## src/hdl/lmsf_pkg.sv

```systemverilog
// Package with the widths, constants and shared types of the LMS adaptive FIR.
package lmsf_pkg;

    localparam int TAPS_DEFAULT = 8;

    localparam int SAMPLE_W = 16;
    localparam int WEIGHT_W = 24;
    localparam int STEP_W   = 16;

    // Weight times sample, Q4.20 by Q1.15.
    localparam int PROD_W   = WEIGHT_W + SAMPLE_W;
    // Step size (unsigned, one zero bit added) times error.
    localparam int MUE_W    = STEP_W + 1 + SAMPLE_W;
    // Scaled error times sample.
    localparam int STEP_P_W = MUE_W + SAMPLE_W;

    // Error goes from Q.35 to Q.15; weight step goes from Q.46 (times two) to Q.20.
    localparam int ERR_SHIFT  = 20;
    localparam int STEP_SHIFT = 25;

    localparam logic [STEP_W-1:0] STEP_RESET = 16'd3277;

    localparam logic [SAMPLE_W-1:0] SAMPLE_MAX = {1'b0, {(SAMPLE_W-1){1'b1}}};
    localparam logic [SAMPLE_W-1:0] SAMPLE_MIN = {1'b1, {(SAMPLE_W-1){1'b0}}};

    // Per-phase enables that the controller hands to every cell.
    typedef struct packed {
        logic shift_en;
        logic prod_en;
        logic sum_en;
        logic step_en;
        logic upd_en;
    } cell_ctrl_t;

endpackage

```

## src/hdl/lmsf_cell.sv

```systemverilog
// One tap cell: delay-line sample, weight, product, partial sum and weight update.
module lmsf_cell
    import lmsf_pkg::*;
#(
    parameter int ACC_W = PROD_W + 3
)
(
    input  logic                       clk,
    input  logic                       rst_n,
    input  cell_ctrl_t                 ctrl,
    input  logic signed [SAMPLE_W-1:0] x_in,
    output logic signed [SAMPLE_W-1:0] x_out,
    input  logic signed [ACC_W-1:0]    psum_in,
    output logic signed [ACC_W-1:0]    psum_out,
    input  logic signed [MUE_W-1:0]    mu_e
);

    localparam logic signed [STEP_P_W-1:0] STEP_HALF = STEP_P_W'(1) <<< (STEP_SHIFT - 1);

    logic signed [SAMPLE_W-1:0] x_reg;
    logic signed [WEIGHT_W-1:0] w_reg;
    logic signed [WEIGHT_W-1:0] w_next;
    logic signed [PROD_W-1:0]   prod_reg;
    logic signed [PROD_W-1:0]   prod_next;
    logic signed [ACC_W-1:0]    psum_reg;
    logic signed [ACC_W-1:0]    psum_next;
    logic signed [STEP_P_W-1:0] p_reg;
    logic signed [STEP_P_W-1:0] p_next;
    logic signed [STEP_P_W-1:0] p_round;
    logic signed [STEP_P_W-1:0] delta_full;
    logic        [WEIGHT_W:0]   w_sum;

    assign x_out    = x_reg;
    assign psum_out = psum_reg;

    always_comb
    begin
        prod_next  = w_reg * x_reg;
        psum_next  = psum_in + ACC_W'(prod_reg);
        p_next     = mu_e * x_reg;
        p_round    = p_reg + STEP_HALF;
        delta_full = p_round >>> STEP_SHIFT;
        w_sum      = {w_reg[WEIGHT_W-1], w_reg} + delta_full[WEIGHT_W:0];
        if (w_sum[WEIGHT_W] != w_sum[WEIGHT_W-1])
        begin
            w_next = w_sum[WEIGHT_W] ? {1'b1, {(WEIGHT_W-1){1'b0}}}
                                     : {1'b0, {(WEIGHT_W-1){1'b1}}};
        end
        else
        begin
            w_next = w_sum[WEIGHT_W-1:0];
        end
    end

    always_ff @(posedge clk or negedge rst_n)
    begin
        if (!rst_n)
        begin
            x_reg <= '0;
            w_reg <= '0;
        end
        else
        begin
            if (ctrl.shift_en)
            begin
                x_reg <= x_in;
            end
            if (ctrl.upd_en)
            begin
                w_reg <= w_next;
            end
        end
    end

    always_ff @(posedge clk)
    begin
        if (ctrl.prod_en)
        begin
            prod_reg <= prod_next;
        end
        if (ctrl.sum_en)
        begin
            psum_reg <= psum_next;
        end
        if (ctrl.step_en)
        begin
            p_reg <= p_next;
        end
    end

endmodule

```

## config.mk

```make
export PLATFORM = sky130hd
export DESIGN_NAME = lmsf_cell
export DESIGN_NICKNAME = d
export VERILOG_FILES = /design/src/hdl/lmsf_pkg.sv /design/src/hdl/lmsf_cell.sv
export SDC_FILE = /design/constraint.sdc
export NUM_CORES = 2
export LEC_CHECK = 0
export ABC_AREA = 1
export BUFFER_PORTS_ARGS = -buffer_cell sky130_fd_sc_hd__buf_2
export CORE_UTILIZATION = 40
export DETAILED_ROUTE_END_ITERATION = 12
export GPL_TIMING_DRIVEN = 0
export PLACE_DENSITY = 0.65
export SLEW_MARGIN = 20
export SYNTH_ARGS = -nofsm -noshare
export SYNTH_HDL_FRONTEND = slang
export SYNTH_SLANG_ARGS = --single-unit
```

## constraint.sdc

```tcl
create_clock -name clk -period 5.8 [get_ports clk]
set_clock_uncertainty 0.15 [all_clocks]
set_input_delay 1.45 -clock clk [delete_from_list [all_inputs] [get_ports clk]]
set_output_delay 1.45 -clock clk [all_outputs]
set_load 0.005 [all_outputs]
```

; Word-level counts from Yosys, hierarchy flattened
; Index checks and enable logic that the tools add are counted.
[op_classes]
n_addsub = 3
multipliers = 2
div_mod_pow = 0
order_cmp = 0
eq_ne = 1
n_shift = 0
muxes = 2
bitwise_logic = 0
reduce_logical = 0
[ops]
columns = op, n
row1 = adder 49 x 26 -> 49 bit (second input constant), 1
row2 = multiplier 33 x 16 -> 49 bit, 1
row3 = 2-to-1 mux 24 bit, 2
row4 = adder 43 x 40 -> 43 bit, 1
row5 = multiplier 24 x 16 -> 40 bit, 1
row6 = adder 24 x 24 -> 25 bit, 1
row7 = != test 1 bit, 1
[word_totals]
register_bits = 172
latch_bits = 0
ramBits = 0
mem_bits_ro = 0
in_bits = 99
out_inout_bits = 59
memories = 0

; Logic depth before layout (Yosys ltp)
[logic_depth]
word_depth = 4
depth_mapped = 27

; Least setup slack after synthesis
; No wires, ideal clock.
[synth_timing]
kind = input -> register
start = input mu_e[32]
end = register p_reg[41], data pin
setup_time_ns = 0.253
arrival_ns = 6.450
t_required_ns = 5.397
slack_ns = -1.053
cell_stages = 17
path_buffers = 1
path_cell_list = clkbuf_1 -> nand2_1 -> fa_1 -> inv_1 -> fa_1 -> fa_1 -> fa_1 -> fa_1 -> fa_1 -> ha_1 -> nand2_1 -> nor2_1 -> inv_1 -> nor4_1 -> nand3b_1 -> nand4_1 -> nand2_1
[synth_via]
elab_chain_len = 1
[synth_rtl]
columns = item, line_no
row1 = from (decl), lmsf_cell.sv:15  ; input logic signed [MUE_W-1:0] mu_e
row2 = multiplier 33 x 16 -> 49 bit, lmsf_cell.sv:40  ; p_next = mu_e * x_reg;
row3 = named net p_next[41], lmsf_cell.sv:28  ; logic signed [STEP_P_W-1:0] p_next;
row4 = to (signal assigned), lmsf_cell.sv:87  ; p_reg <= p_next;
row5 = to (decl), lmsf_cell.sv:27  ; logic signed [STEP_P_W-1:0] p_reg;
; The timed path passes the listed nets, and every way through them passes these cells.
; A chain may end at the register's enable or synchronous reset.

; Worst setup path after layout
[layout_timing]
start = input mu_e[6]
end = register p_reg[42], data pin
; The elaborated chain is that of the path after synthesis.

==> results_dict.tcl <==
set metrics [dict create \
    status "complete, but fails checks" \
    violations "setup timing" \
    rsz0062_at_grt "yes" \
    slew_viol_final 0 \
    yosysMostFrequentCell "inv_1" \
    pre_cts_ws_ns -2.09 \
    regToRegEndpoint "p_reg[42]" \
    synth_area_leaders "fa_1 (40%), inv_1 (14%), nand2_1 (12%), ha_1 (8.0%), edfxtp_1 (7.4%)" \
    worstSetupPathType "primary input to flop" \
    synthTopCellsByCount "inv_1 (1635), nand2_1 (1396), fa_1 (875), nor2_1 (332), ha_1 (278)" \
    synth.ff_latch_count 148 \
    largest_reg_flops 43 \
    hpwl_mm 129 \
    utilization_pct 50.9 \
    grt_pass1_wl_mm 240 \
    totalWireLength_mm 158 \
    cts_max_path_buffers 2 \
    drive_above_1_share_pct 22.5 \
    rows 120 \
    fin_crit_sh_pct 113 \
    clkLatencyLatePin_ns 0.54 \
    async_reset_ff_share_pct 27.0 \
    fin_tns_setup_ns -18.48 \
    hold_path.startpoint "prod_reg[0]" \
    drc 0 \
    ctsHoldBuffers 0 \
    grt_start_max_net_pins 44 \
    diodes 0 \
    cts_sinks 148 \
    max_cap_violations 0 \
    synth_nets 6908 \
    path_max_fanout 8 \
    max_freq_mhz 153 \
    hold_path.class "flop to flop" \
    layout_min_cycle_time_ns 6.53 \
    crit_arrival_ns 6.65 \
    fillers 10111 \
    setup.worst_path.start "mu_e[6]" \
    worst_slew_pin_slew_ns 1.02 \
    portBuffers 130 \
    cts_buffers 17 \
    overflow 0 \
    min_path_cells 1 \
    synth-main-ff-cell "edfxtp_1" \
    coreArea_um2 108000 \
    initial_core_util_pct 40.6 \
    grt_pass1_vias 40332 \
    yosys.area.top_type "fa_1" \
    reg2regPathDepth 20 \
    endpoint_kind "flop" \
    syn_to_final_growth_pct 25.5 \
    setup_ws_ns -0.726 \
    drt-initial-drc-count 2927 \
    hold_slack_ns 0.440 \
    cts_tree "done" \
    hold_viol_final 0 \
    ff2ff_setup_slack_ns -0.60 \
    synth_warnings 0 \
    slew_headroom_pct 32.2 \
    antenna_found_initial 1 \
    setup_viol 47 \
    die_x_um 332 \
    num_vias 37760 \
    crit_path_start_kind "primary input" \
    synth-edff-count 108 \
    synth_seq_area_share_pct 9.71 \
    ant_nets 0 \
    synthDistinctLibCells 45 \
    root_buffer "clkbuf_16" \
    yosys.area.top_type_share_pct 40.1 \
    cts.htree.levels 4 \
    drt_pass1_iterations 6 \
    fin_nets 7273 \
    netlist_area_um2 43700 \
    syn_inst 5656 \
    post_drt_wl_per_cell_um 21.2 \
    die-area_um2 111000 \
    track_usage_pct 29.1 \
    place.gp.congestion 1.01 \
    die_h_um 332 \
    ios 158 \
    required_ns 5.92 \
    via_per_inst 5.08 \
    synth.avg_cell_area_um2 7.72 \
    min_to "psum_out[0]" \
    path_clk_slew_ns 0.06 \
    r2r-start "x_out[10]" \
]
## worst max-delay path, cell delays in order
cell and delay (ns):
clkbuf_16 0.14, clkbuf_16 0.17, buf_4 0.14, nand2_1 0.06
inv_1 0.06, fa_1 0.55, fa_1 0.44, fa_2 0.61
fa_1 0.44, fa_1 0.50, inv_1 0.05, fa_1 0.52
inv_2 0.05, ha_4 0.30, nand2_4 0.09, nor2_4 0.20
inv_2 0.09, nor2_4 0.11, buf_4 0.13, nand4_1 0.22
nand3_4 0.20, xor2_4 0.10
## logic make-up (layout without fill, tap and decap cells)
kind of cell    count (synthesis)  in the layout  synth area share [%]
buf+inv                      1846           2224                  15.9
mux                            15             15                 0.387
compound gates                399            399                  5.30
simple gates                 1948           1948                  17.7
flops                         148            148                  9.71
fa+ha+maj                    1153           1153                  48.1
xor+xnor                      147            147                  2.95
## worst max path at each step
stage	to	slack (ns)
after floorplan	p_reg[45]	-0.63
after global placement	prod_reg[36]	-2.04
after detailed placement	prod_reg[36]	-2.09
after CTS	p_reg[43]	-0.67
after global routing	p_reg[41]	-0.85
final	p_reg[42]	-0.73
## per-stage QoR
step / cell area, um^2 / std cells
2_1_floorplan: 45000 / 5656
3_3_place_gp: 47400 / 7189
3_5_place_dp: 47400 / 7189
4_1_cts: 53200 / 7379
5_1_grt: 54800 / 7437
6_report: 54800 / 7437
## layout make-up
cell class                      count  area, um^2  share of cell area (%)
Timing Repair Buffer              349        2820                    5.14
Inverter                         1635        6150                    11.2
Multi-Input combinational cell   3662       36200                    66.0
Sequential cell                   148        4260                    7.77
Clock buffer                       19         433                   0.790
Buffer                            208        3060                    5.59
Clock inverter                     13         158                   0.288
Tap cell                         1403        1760                    3.20
## placed cells by master (no fill, tap or decap), types with 75 or more instances in the layout
cell type,count
inv_1,1538
nand2_1,1215
fa_1,830
nor2_1,221
ha_1,209
buf_4,164
buf_2,136
nand2_2,126
edfxtp_1,108
a21oi_1,100
inv_2,92
xor2_1,90
nand3_1,85
clkbuf_16,83
a21oi_2,75
## per-layer routing
metal | vias to the layer above | global-route usage [%] | wire (um)
met2 | 1613 | 48.0 | 73700
li1 | 17054 | - | -
met4 | 0 | 18.4 | 11900
met3 | 493 | 5.80 | 12100
met1 | 18600 | 34.7 | 59800
met5 | - | 0 | 0
## repair_timing
| action | 4_1_cts | 5_1_grt |
|---|---|---|
| gates cloned | 13 | 2 |
| pin swaps | 238 | 181 |
| setup endpoints to repair | 58 | 49 |
| resized for setup | 994 | 337 |
| setup buffers | 146 | 61 |
Power is not shown: default switching activity piles up to over one toggle a cycle in this logic, so the estimate is an artifact.
